===== config.mk =====
export PLATFORM = sky130hd
export DESIGN_NAME = onewire_temperature_read_sequencer_core
export DESIGN_NICKNAME = d
export VERILOG_FILES = /design/src/rtl/owts_pkg.sv /design/src/rtl/onewire_temperature_read_sequencer_core.sv
export SDC_FILE = /design/constraint.sdc
export NUM_CORES = 1
export LEC_CHECK = 0
export ABC_AREA = 0
export BUFFER_PORTS_ARGS = -buffer_cell sky130_fd_sc_hd__buf_2
export CAP_MARGIN = 20
export CORE_MARGIN = 8
export CORE_UTILIZATION = 30
export DETAILED_ROUTE_END_ITERATION = 7
export HOLD_SLACK_MARGIN = 0.08
export SLEW_MARGIN = 20
export SYNTH_ARGS = -nofsm -noshare
export SYNTH_HDL_FRONTEND = slang
export SYNTH_SLANG_ARGS = --single-unit

===== constraint.sdc =====
create_clock -name clk_i -period 5.68 [get_ports clk_i]
set_input_delay 0.284 -clock clk_i [delete_from_list [all_inputs] [get_ports clk_i]]
set_output_delay 0.284 -clock clk_i [all_outputs]
set_load 0.02 [all_outputs]

===== src/rtl/owts_pkg.sv =====
// Package for the one-wire temperature read sequencer: bus phase codes,
// configuration register indexes, reset values and the command byte table.
// No dependencies.
`default_nettype none

package owts_pkg;

  localparam int unsigned NumCfg   = 7;
  localparam int unsigned CfgWidth = 16;

  // One-wire ROM and function commands
  localparam logic [7:0] CmdSkipRom   = 8'hCC;
  localparam logic [7:0] CmdConvert   = 8'h44;
  localparam logic [7:0] CmdReadPad   = 8'hBE;
  localparam logic [7:0] CmdNone      = 8'h00;

  typedef enum logic [3:0] {
    PhIdle     = 4'd0,
    PhRstRel   = 4'd1,
    PhRstLow   = 4'd2,
    PhPresWait = 4'd3,
    PhPresTail = 4'd4,
    PhWrLow    = 4'd5,
    PhWrHold   = 4'd6,
    PhWrRec    = 4'd7,
    PhRdLow    = 4'd8,
    PhRdWait   = 4'd9,
    PhRdTail   = 4'd10,
    PhFinish   = 4'd11
  } phase_e;

  typedef enum logic [2:0] {
    CfgRstRel   = 3'd0,
    CfgRstLow   = 3'd1,
    CfgPresWait = 3'd2,
    CfgPresTail = 3'd3,
    CfgWrHold   = 3'd4,
    CfgRdSample = 3'd5,
    CfgRdTail   = 3'd6
  } cfg_idx_e;

  // Step numbers within one read sequence
  localparam logic [2:0] StepFirstRst   = 3'd0;
  localparam logic [2:0] StepSkipFirst  = 3'd1;
  localparam logic [2:0] StepConvert    = 3'd2;
  localparam logic [2:0] StepSecondRst  = 3'd3;
  localparam logic [2:0] StepSkipSecond = 3'd4;
  localparam logic [2:0] StepReadCmd    = 3'd5;
  localparam logic [2:0] StepRdLowByte  = 3'd6;
  localparam logic [2:0] StepRdHiByte   = 3'd7;

  typedef logic [CfgWidth-1:0] cfg_word_t;

  localparam cfg_word_t CfgDefaults [NumCfg] = '{
    16'd8, 16'd80, 16'd14, 16'd20, 16'd5, 16'd2, 16'd30
  };

  function automatic logic [7:0] step_cmd(input logic [2:0] step);
    logic [7:0] cmd;
    case (step)
      StepSkipFirst, StepSkipSecond: cmd = CmdSkipRom;
      StepConvert:                   cmd = CmdConvert;
      StepReadCmd:                   cmd = CmdReadPad;
      default:                       cmd = CmdNone;
    endcase
    return cmd;
  endfunction

endpackage

`default_nettype wire


===== src/rtl/onewire_temperature_read_sequencer_core.sv =====
// One-wire bus master: reset/presence, skip-ROM + convert, reset, skip-ROM +
// read scratchpad, then two bytes read LSB first. Uses owts_pkg.
`default_nettype none

// Channel  | Direction | Handshake               | Word
// ---------+-----------+-------------------------+------------------------------
// in       | input     | in_valid_i / in_stall_o | start_req_i, line_in_i
// out      | output    | out_valid_o/out_stall_i | line_release_o, busy_res_o,
//          |           |                         | done_res_o, read_ok_o, temp_raw_o
// cfg      | input     | cfg_we_i                | cfg_index_i, cfg_data_i
//
// Each accepted input word is one bus tick and yields one output word in the
// next cycle; a word can be accepted every cycle while in_stall_o is low.
// The sequencer state and the output register are the only pipeline stage.
// in_stall_o rises only while the output register is full and stalled.
// Reset loads the default tick counts and puts the sequencer idle.
module onewire_temperature_read_sequencer_core
  import owts_pkg::*;
(
  input  wire logic        clk_i,
  input  wire logic        rst_ni,
  input  wire logic        in_valid_i,
  output logic             in_stall_o,
  input  wire logic        start_req_i,
  input  wire logic        line_in_i,
  output logic             out_valid_o,
  input  wire logic        out_stall_i,
  output logic             line_release_o,
  output logic             busy_res_o,
  output logic             done_res_o,
  output logic             read_ok_o,
  output logic [15:0]      temp_raw_o,
  input  wire logic        cfg_we_i,
  input  wire logic [2:0]  cfg_index_i,
  input  wire logic [15:0] cfg_data_i
);

  cfg_word_t   cfg_q [NumCfg];
  phase_e      phase_q, phase_d;
  logic [15:0] tick_q, tick_d;
  logic [2:0]  bit_q, bit_d;
  logic [2:0]  step_q, step_d;
  logic [7:0]  shift_q, shift_d;
  logic [15:0] temp_q, temp_d;
  logic        ok_q, ok_d;

  logic        out_valid_q;
  logic        rel_q, busy_q, done_q, rdok_q;
  logic [15:0] traw_q;

  logic        in_acc, out_acc;
  logic        rel_c, busy_c, done_c;
  cfg_word_t   lim_sel;
  logic [16:0] lim_eff;
  logic        reached;
  logic        begin_en;
  logic [2:0]  begin_s;

  assign out_acc    = out_valid_q && !out_stall_i;
  assign in_stall_o = out_valid_q && out_stall_i;
  assign in_acc     = in_valid_i && !in_stall_o;

  // Configuration registers
  always_ff @(posedge clk_i or negedge rst_ni) begin
    if (!rst_ni) begin
      for (int k = 0; k < NumCfg; k++) cfg_q[k] <= CfgDefaults[k];
    end else if (cfg_we_i && ({1'b0, cfg_index_i} < 4'(NumCfg))) begin
      cfg_q[cfg_index_i] <= cfg_data_i;
    end
  end

  // Tick limit for the current phase; zero counts as one tick
  always_comb begin
    case (phase_q)
      PhRstRel:   lim_sel = cfg_q[CfgRstRel];
      PhRstLow:   lim_sel = cfg_q[CfgRstLow];
      PhPresWait: lim_sel = cfg_q[CfgPresWait];
      PhPresTail: lim_sel = cfg_q[CfgPresTail];
      PhWrHold:   lim_sel = cfg_q[CfgWrHold];
      PhRdWait:   lim_sel = cfg_q[CfgRdSample];
      PhRdTail:   lim_sel = cfg_q[CfgRdTail];
      default:    lim_sel = cfg_q[CfgRstRel];
    endcase
    lim_eff = (lim_sel == '0) ? 17'd1 : {1'b0, lim_sel};
    reached = ({1'b0, tick_q} + 17'd1) >= lim_eff;
  end

  // Word fields reflect the state at the start of the tick
  always_comb begin
    case (phase_q)
      PhRstLow, PhWrLow, PhRdLow: rel_c = 1'b0;
      PhWrHold:                   rel_c = shift_q[0];
      default:                    rel_c = 1'b1;
    endcase
    case (phase_q)
      PhRstRel, PhRstLow, PhPresWait, PhPresTail, PhWrLow, PhWrHold,
      PhWrRec, PhRdLow, PhRdWait, PhRdTail: busy_c = 1'b1;
      default:                              busy_c = 1'b0;
    endcase
    done_c = (phase_q == PhFinish);
  end

  // Next state
  always_comb begin
    phase_d  = phase_q;
    tick_d   = tick_q;
    bit_d    = bit_q;
    step_d   = step_q;
    shift_d  = shift_q;
    temp_d   = temp_q;
    ok_d     = ok_q;
    begin_en = 1'b0;
    begin_s  = step_q + 3'd1;

    case (phase_q)
      PhIdle: begin
        if (start_req_i) begin
          begin_en = 1'b1;
          begin_s  = StepFirstRst;
        end
      end
      PhRstRel, PhRstLow, PhWrHold: begin
        if (reached) begin
          tick_d = '0;
          case (phase_q)
            PhRstRel: phase_d = PhRstLow;
            PhRstLow: phase_d = PhPresWait;
            default:  phase_d = PhWrRec;
          endcase
        end else begin
          tick_d = tick_q + 16'd1;
        end
      end
      PhPresWait: begin
        if (reached) begin
          tick_d = '0;
          // no presence pulse on the first reset: abort
          if (step_q == StepFirstRst && line_in_i) begin
            ok_d    = 1'b0;
            phase_d = PhFinish;
          end else begin
            phase_d = PhPresTail;
          end
        end else begin
          tick_d = tick_q + 16'd1;
        end
      end
      PhPresTail: begin
        if (reached) begin
          begin_en = 1'b1;
        end else begin
          tick_d = tick_q + 16'd1;
        end
      end
      PhWrLow: begin
        phase_d = PhWrHold;
        tick_d  = '0;
      end
      PhWrRec: begin
        shift_d = shift_q >> 1;
        if (bit_q == 3'd7) begin
          begin_en = 1'b1;
        end else begin
          bit_d   = bit_q + 3'd1;
          phase_d = PhWrLow;
          tick_d  = '0;
        end
      end
      PhRdLow: begin
        phase_d = PhRdWait;
        tick_d  = '0;
      end
      PhRdWait: begin
        if (reached) begin
          shift_d = {line_in_i, shift_q[7:1]};
          phase_d = PhRdTail;
          tick_d  = '0;
        end else begin
          tick_d = tick_q + 16'd1;
        end
      end
      PhRdTail: begin
        if (!reached) begin
          tick_d = tick_q + 16'd1;
        end else if (bit_q != 3'd7) begin
          bit_d   = bit_q + 3'd1;
          phase_d = PhRdLow;
          tick_d  = '0;
        end else if (step_q == StepRdLowByte) begin
          temp_d   = {temp_q[15:8], shift_q};
          begin_en = 1'b1;
          begin_s  = StepRdHiByte;
        end else begin
          temp_d  = {shift_q, temp_q[7:0]};
          ok_d    = 1'b1;
          phase_d = PhFinish;
          tick_d  = '0;
        end
      end
      PhFinish: begin
        phase_d = PhIdle;
        tick_d  = '0;
      end
      default: begin
        phase_d = PhIdle;
        tick_d  = '0;
      end
    endcase

    // Start the next step: reset pulse, command write or byte read
    if (begin_en) begin
      step_d = begin_s;
      bit_d  = '0;
      tick_d = '0;
      if (begin_s == StepFirstRst || begin_s == StepSecondRst) begin
        phase_d = PhRstRel;
      end else if (begin_s >= StepRdLowByte) begin
        shift_d = '0;
        phase_d = PhRdLow;
      end else begin
        shift_d = step_cmd(begin_s);
        phase_d = PhWrLow;
      end
    end
  end

  always_ff @(posedge clk_i or negedge rst_ni) begin
    if (!rst_ni) begin
      phase_q <= PhIdle;
      tick_q  <= '0;
      bit_q   <= '0;
      step_q  <= '0;
      shift_q <= '0;
      temp_q  <= '0;
      ok_q    <= 1'b0;
    end else if (in_acc) begin
      phase_q <= phase_d;
      tick_q  <= tick_d;
      bit_q   <= bit_d;
      step_q  <= step_d;
      shift_q <= shift_d;
      temp_q  <= temp_d;
      ok_q    <= ok_d;
    end
  end

  // Output register
  always_ff @(posedge clk_i or negedge rst_ni) begin
    if (!rst_ni) begin
      out_valid_q <= 1'b0;
    end else if (in_acc) begin
      out_valid_q <= 1'b1;
    end else if (out_acc) begin
      out_valid_q <= 1'b0;
    end
  end

  always_ff @(posedge clk_i) begin
    if (in_acc) begin
      rel_q  <= rel_c;
      busy_q <= busy_c;
      done_q <= done_c;
      rdok_q <= ok_q;
      traw_q <= temp_q;
    end
  end

  assign out_valid_o    = out_valid_q;
  assign line_release_o = rel_q;
  assign busy_res_o     = busy_q;
  assign done_res_o     = done_q;
  assign read_ok_o      = rdok_q;
  assign temp_raw_o     = traw_q;

  // Finish always returns to idle on the next tick
  a_finish_to_idle: assert property (@(posedge clk_i) disable iff (!rst_ni)
    (phase_q == PhFinish && in_acc) |=> (phase_q == PhIdle))
    else $error("finish phase did not return to idle");

  // An accepted tick always leaves a word in the output register
  a_acc_fills_out: assert property (@(posedge clk_i) disable iff (!rst_ni)
    in_acc |=> out_valid_q)
    else $error("accepted tick produced no output word");

  // ok flag only sets when the second byte completes
  a_ok_rise: assert property (@(posedge clk_i) disable iff (!rst_ni)
    $rose(ok_q) |-> (phase_q == PhFinish && $past(phase_q) == PhRdTail))
    else $error("ok flag set outside read completion");

  // Temperature only changes at the end of a byte read
  a_temp_update: assert property (@(posedge clk_i) disable iff (!rst_ni)
    !$stable(temp_q) |-> ($past(phase_q) == PhRdTail && $past(in_acc)))
    else $error("temperature changed outside read tail");

endmodule

`default_nettype wire

* Word level (Yosys, flattened, before mapping) *
Memory sizes are Yosys's and may differ from the RTL's. A register that Yosys moved wholly into a read port is not among the register bits.
Index checks and enable logic that the tools add are counted.

cells by class
  shifts and indexed selects = 0
  $mul = 0
  muxes and demuxes = 58
  bitwise logic cells = 3
  reductions and logical operators = 28
  order comparisons = 5
  divide/modulo/power cells = 0
  add/subtract/negate cells = 4
  eq/ne operators = 35

operators by type and width
  cell                                            number
  two-way mux 16 bit                              9
  bitwise mux 112 bit                             1
  one-hot mux 16 bit (6 select lines)             1
  one-hot mux 16 bit (5 select lines)             1
  demux 16 bit (select 3 bit)                     1
  two-way mux 4 bit                               11
  two-way mux 8 bit                               4
  one-hot mux 4 bit (8 select lines)              1
  two-way mux 3 bit                               8
  != test 3 bit (second input constant)           8
  one-hot mux 8 bit (3 select lines)              1
  AND reduction 5 bit                             4
  one-hot mux 3 bit (2 select lines)              3
  adder 16 x 1 -> 17 bit (second input constant)  1
  greater-or-equal comparator 17 x 16 -> 1 bit    1
  adder 16 x 1 -> 16 bit (second input constant)  1
  == test 4 x 3 -> 1 bit (second input constant)  4
  == test 4 bit (second input constant)           4
  logical NOT 16 bit                              1
  one-hot mux 8 bit (2 select lines)              1
  two-way mux 1 bit                               13
  == test 3 bit (second input constant)           4
  != test 2 bit (second input constant)           6
  == test 4 x 2 -> 1 bit (second input constant)  2
  28 further kinds                                42

storage, ports and cells
  register bits = 183
  input port bits = 26
  latch bits = 0
  output and inout bits = 22
  logic and storage cells = 154
  memory bits (read-only) = 16
  memories = 1
  memory bits (writable) = 0

memory list
  name             depth  width  rd ports  clocked after memory_dff  wr ports  RTL line                                       text
  (no name shown)  16     1      1         1                         0         onewire_temperature_read_sequencer_core.sv:95  case (phase_q)

* Logic depth before layout (Yosys ltp) *
  depth after elaboration = 13
  mapped depth = 19

* Worst setup path before layout *
Ideal clock, no wire load.

  kind = reg-to-reg
  start point = reg phase_q[3]
  end point = reg phase_q[2]
  setup slack = 1.697 ns
  arrival time = 3.859 ns
  period minus slack after synthesis = 3.983 ns
  buffers on the path = 3
  library setup time = 0.125 ns
  data required time = 5.555 ns
  stages on the path, launching flop included = 16
  path through = dfrtp_1 > buf_2 > nor4b_2 > clkbuf_1 > a22oi_1 > nand3_1 > a21oi_1 > ha_1 > and4_1 > and3b_1 > a2111oi_4 > o211ai_2 > a21oi_1 > buf_2 > mux2_2 > mux2_2

between the ends
  longest elaborated chain between the ends = 11

RTL lines
  element                                                          RTL line                                                                                        text
  start: declaration                                               onewire_temperature_read_sequencer_core.sv:39                                                   phase_e phase_q, phase_d;
  start signal: assignment                                         onewire_temperature_read_sequencer_core.sv:229                                                  phase_q <= PhIdle;
  start signal: assignment                                         onewire_temperature_read_sequencer_core.sv:237                                                  phase_q <= phase_d;
  == test 4 bit, or another cell as far along                      onewire_temperature_read_sequencer_core.sv:74, onewire_temperature_read_sequencer_core.sv:115
  one-hot mux 16 bit (6 select lines)                              onewire_temperature_read_sequencer_core.sv:74                                                   case (phase_q)
  logical NOT 16 bit                                               onewire_temperature_read_sequencer_core.sv:84                                                   lim_eff = (lim_sel == '0) ? 17'd1 : {1'b0, lim_sel};
  two-way mux 16 bit                                               onewire_temperature_read_sequencer_core.sv:84
  greater-or-equal comparator 17 x 16 -> 1 bit                     onewire_temperature_read_sequencer_core.sv:85                                                   reached = ({1'b0, tick_q} + 17'd1) >= lim_eff;
  two-way mux 3 bit                                                onewire_temperature_read_sequencer_core.sv:183                                                  if (!reached) begin
  one-hot mux 3 bit (2 select lines)                               onewire_temperature_read_sequencer_core.sv:115                                                  case (phase_q)
  greater-or-equal comparator 3 bit, or another cell as far along  onewire_temperature_read_sequencer_core.sv:217                                                  end else if (begin_s >= StepRdLowByte) begin
  two-way mux 4 bit or logical OR 1 bit (tied branches)            onewire_temperature_read_sequencer_core.sv:217, onewire_temperature_read_sequencer_core.sv:215
  two-way mux 4 bit                                                onewire_temperature_read_sequencer_core.sv:215                                                  if (begin_s == StepFirstRst || begin_s == StepSecondRst) begin
  two-way mux 4 bit                                                onewire_temperature_read_sequencer_core.sv:211                                                  if (begin_en) begin

Parallel ways exist; a longest one is shown, timed or not. The select of a mux whose other input is x is not followed.
A chain may end at the register's enable or synchronous reset.

* Worst setup path after layout *
  start point = reg phase_q[1]
  end point = reg tick_q[12]

between the ends
  longest elaborated chain between the ends = 9

RTL lines
  element                                                       RTL line                                                                                        text
  == test 4 bit, or another cell as far along                   onewire_temperature_read_sequencer_core.sv:74, onewire_temperature_read_sequencer_core.sv:115
  one-hot mux 16 bit (6 select lines)                           onewire_temperature_read_sequencer_core.sv:74
  logical NOT 16 bit                                            onewire_temperature_read_sequencer_core.sv:84
  two-way mux 16 bit                                            onewire_temperature_read_sequencer_core.sv:84
  greater-or-equal comparator 17 x 16 -> 1 bit                  onewire_temperature_read_sequencer_core.sv:85
  two-way mux 1 bit, on equally long branches                   onewire_temperature_read_sequencer_core.sv:183, onewire_temperature_read_sequencer_core.sv:149
  one-hot mux 1 bit (4 select lines)                            onewire_temperature_read_sequencer_core.sv:115
  != test 5 bit (no source line), or another cell as far along  n/a
  AND reduction 5 bit (no source line)                          n/a
  end signal: assignment                                        onewire_temperature_read_sequencer_core.sv:238                                                  tick_q <= tick_d;
  end: declaration                                              onewire_temperature_read_sequencer_core.sv:40                                                   logic [15:0] tick_q, tick_d;

Parallel ways exist; a longest one is shown, timed or not.

==> reports/qor.yml <==
timing:
  hold_violations: 0
  totalNegativeSetupSlack_ns: 0
  final-max-slew-violation-count: 0
  fin_crit_sh_pct: 88.8
  setup_violations: 0
  fmax_ghz: 0.198
  finalClockSkew_ns: 0.0143
  worst_pin_slew_ns: 0.984
  rsz0062_at_grt: "no"
  relSlewSlack_pct: 34.3
  setup_slack_ns: 0.638
  period_needed_ns: 5.04
setup_path:
  worst_setup_path_start_kind: "flip-flop"
  path_class: "reg2reg"
  cpMostUsedCell: "a21oi_1"
  max_stage_delay_ns: 0.91
  crit_required_ns: 6.06
  cp.arrival_ns: 5.42
  worst-path-buf-inv: 2
  cp-end-kind: "flip-flop"
  cp_max_fo: 23
  crit_path_top_delay_cell: "or4_1"
  worst_path_dominant_cell_family: "simple AND/OR/NAND/NOR gates"
  path_cells: "inv_1 > o21bai_1 > a21oi_1 > buf_4 > a21oi_1 > nand4_1 > nor4_1 > a211o_1 > ha_1 > and3b_1 > a2111oi_4 > o211ai_2 > or4_1 > nor3b_1 > a21o_1"
synthesis:
  yosysTopAreaCell: "dfrtp_1"
  synth_nets: 767
  syn_area_um2: 8830
  synth_edf_count: 20
  seq_area_frac_synth_pct: 53.5
  async_flop_share_pct: 89.1
  yosys.area.top_type_share_pct: 42.2
  synth_warnings: 0
  ys.flop_type: "dfrtp_1"
  synth_cell_types: 65
  synth_top_cells_by_area: "dfrtp_1 (42%), mux2_2 (16%), edfxtp_1 (6.8%)"
  ys_ff_latch: 184
  avgSynthCellArea_um2: 12.3
  synthCells: 719
layout:
  drive_gt1_share_pct: 34.1
  area_growth_pct: 16.6
  layout.nets: 819
  fin_cells: 1175
  fin_util_pct: 35.1
placement:
  dp.cells: 1139
  gp_congestion: 0.836
  dp.final_hpwl_um: 14100
  numPortBuffers: 47
  dp_slack_ns: 0.718
run:
  drv_cap: 0
detailed_routing:
  drt_iter0_markers: 404
  vias_per_cell: 5.08
  vias: 5964
  top_layer: "met4"
  wl_per_cell_um: 17.9
  firstDrtPassIters: 5
  met2_length_um: 9560
  wl_met1_um: 10000
  wl_um: 21000
  postRouteAntennaNets: 0
  wl_met3_um: 970
  route.detailed.drc: 0
clocking:
  cts_buffers: 17
  clock_sinks: 184
  clk_latency_ns: 0.44
  cts_tree: "done"
  htree_levels: 4
  clock_path_buffers: 2
  path_clk_slew_ns: 0.08
  cts-root-buf: "clkbuf_16"
run_status:
  status: "finished clean"
power_and_ir_drop:
  power_density_nw_per_um2: 451
  p_leak_uw: 0.00441
  total_power_uw: 4640
  peakVddDrop_v: 0.000182
global_route:
  grt_max_degree: 61
  antenna_found_initial: 1
  grt.overflow.total: 0
  grt_use_total_pct: 12.2
  grt_pass1_vias: 6013
  grt_pass1_wl_um: 34300
die:
  core_area_um2: 29300
  die-height_um: 188
  start_util_pct: 30.1
  ios: 48
  core.rowCount: 63
  die_w_um: 188
  fp.dieArea_um2: 35200
hold_path:
  hp-class: "in2reg"
-- per-layer routing --
metal | global-route usage, % | vias to the layer above
li1 | - | 2781
met3 | 2.73 | 28
met2 | 18.8 | 135
met1 | 16.6 | 3020
met5 | 0 | -
met4 | 4.24 | 0
-- cell usage after synthesis, drive strengths merged (9+ instances only) --
| master | n |
|---|---|
| mux2 | 129 |
| a21oi | 33 |
| nor2 | 18 |
| ha | 22 |
| nand2b | 13 |
| xnor2 | 10 |
| nand4 | 9 |
| dfrtp | 149 |
| o21ai | 28 |
| buf | 12 |
| clkbuf | 26 |
| nand3 | 27 |
| dfstp | 15 |
| inv | 16 |
| edfxtp | 20 |
| nand2 | 49 |
| a22oi | 49 |
-- timing repair --
item,4_1_cts,5_1_grt
gates resized for setup,0,0
buffers inserted,0,0
hold endpoints to repair,49,0
hold buffers,3,0
-- cell type report --
| type | count | area, um2 |
|---|---|---|
| Sequential cell | 184 | 4720 |
| Clock buffer | 18 | 439 |
| Multi-Input combinational cell | 481 | 3980 |
| Timing Repair Buffer | 71 | 429 |
| Clock inverter | 14 | 175 |
| Antenna cell | 1 | 2.50 |
| Inverter | 16 | 60.1 |
| Tap cell | 390 | 488 |
| Fill cell | 2878 | 19000 |
-- worst paths after layout --
check                              startpoint            end  slack, ns  cells after the start
worst min-delay path            cfg_data_i[8]      cfg_q[72]       0.16                      2
max in group asynchronous              rst_ni      cfg_q[30]       4.09                      3
worst max-delay path               phase_q[1]     tick_q[12]       0.64                     15
min in group asynchronous              rst_ni      step_q[1]       0.38                      2
worst min register to register      temp_q[5]  temp_raw_o[5]       0.44                      0
worst max register to register     phase_q[1]     tick_q[12]       0.64                     15
-- stage by stage --
step / hold WS (ns) / cell area (um2)
5_1_grt: 0.161 / 10300
6_report: 0.161 / 10300
4_1_cts: 0.141 / 10300
3_3_place_gp: 0.295 / 9650
2_1_floorplan: -0.0116 / 8830
3_5_place_dp: 0.302 / 9650
-- where the power goes --
part | internal (uW) | total [uW] | switching (uW)
Clock | 644 | 1220 | 581
Combinational | 681 | 1550 | 868
Sequential | 1610 | 1870 | 255
-- flip-flops by register name (all words and copies together), names as in the netlist, 3 cells and up --
signal,count
step_q,3
shift_q,8
bit_q,3
temp_q,16
cfg_q,112
phase_q,4
tick_q,16
temp_raw_o,16
-- cells in the final DEF (no fill, tap or decap), drive strengths merged, types with 9 or more instances in the layout --
master  netlist  routed
a22oi        49      49
nand3        27      27
a21oi        33      33
inv          16      22
nand4         9       9
dfstp        15      15
mux2        129     129
edfxtp       20      20
buf          12      68
nand2b       13      13
dfrtp       149     149
ha           22      22
xnor2        10      10
clkbuf       26      18
o21ai        28      28
nor2         18      18
nand2        49      49
-- logic make-up after synthesis --
family | count (synthesis) | synth area share, %
XOR/XNOR | 17 | 1.69
adder cells (fa/ha/maj) | 22 | 3.12
multiplexers | 132 | 16.8
buffers and inverters | 54 | 2.54
AO/OA/AOI/OAI | 150 | 12.3
AND/OR/NAND/NOR | 160 | 10.1
flip-flops | 184 | 53.5
Note: power is estimated with default switching activity, not from simulation.
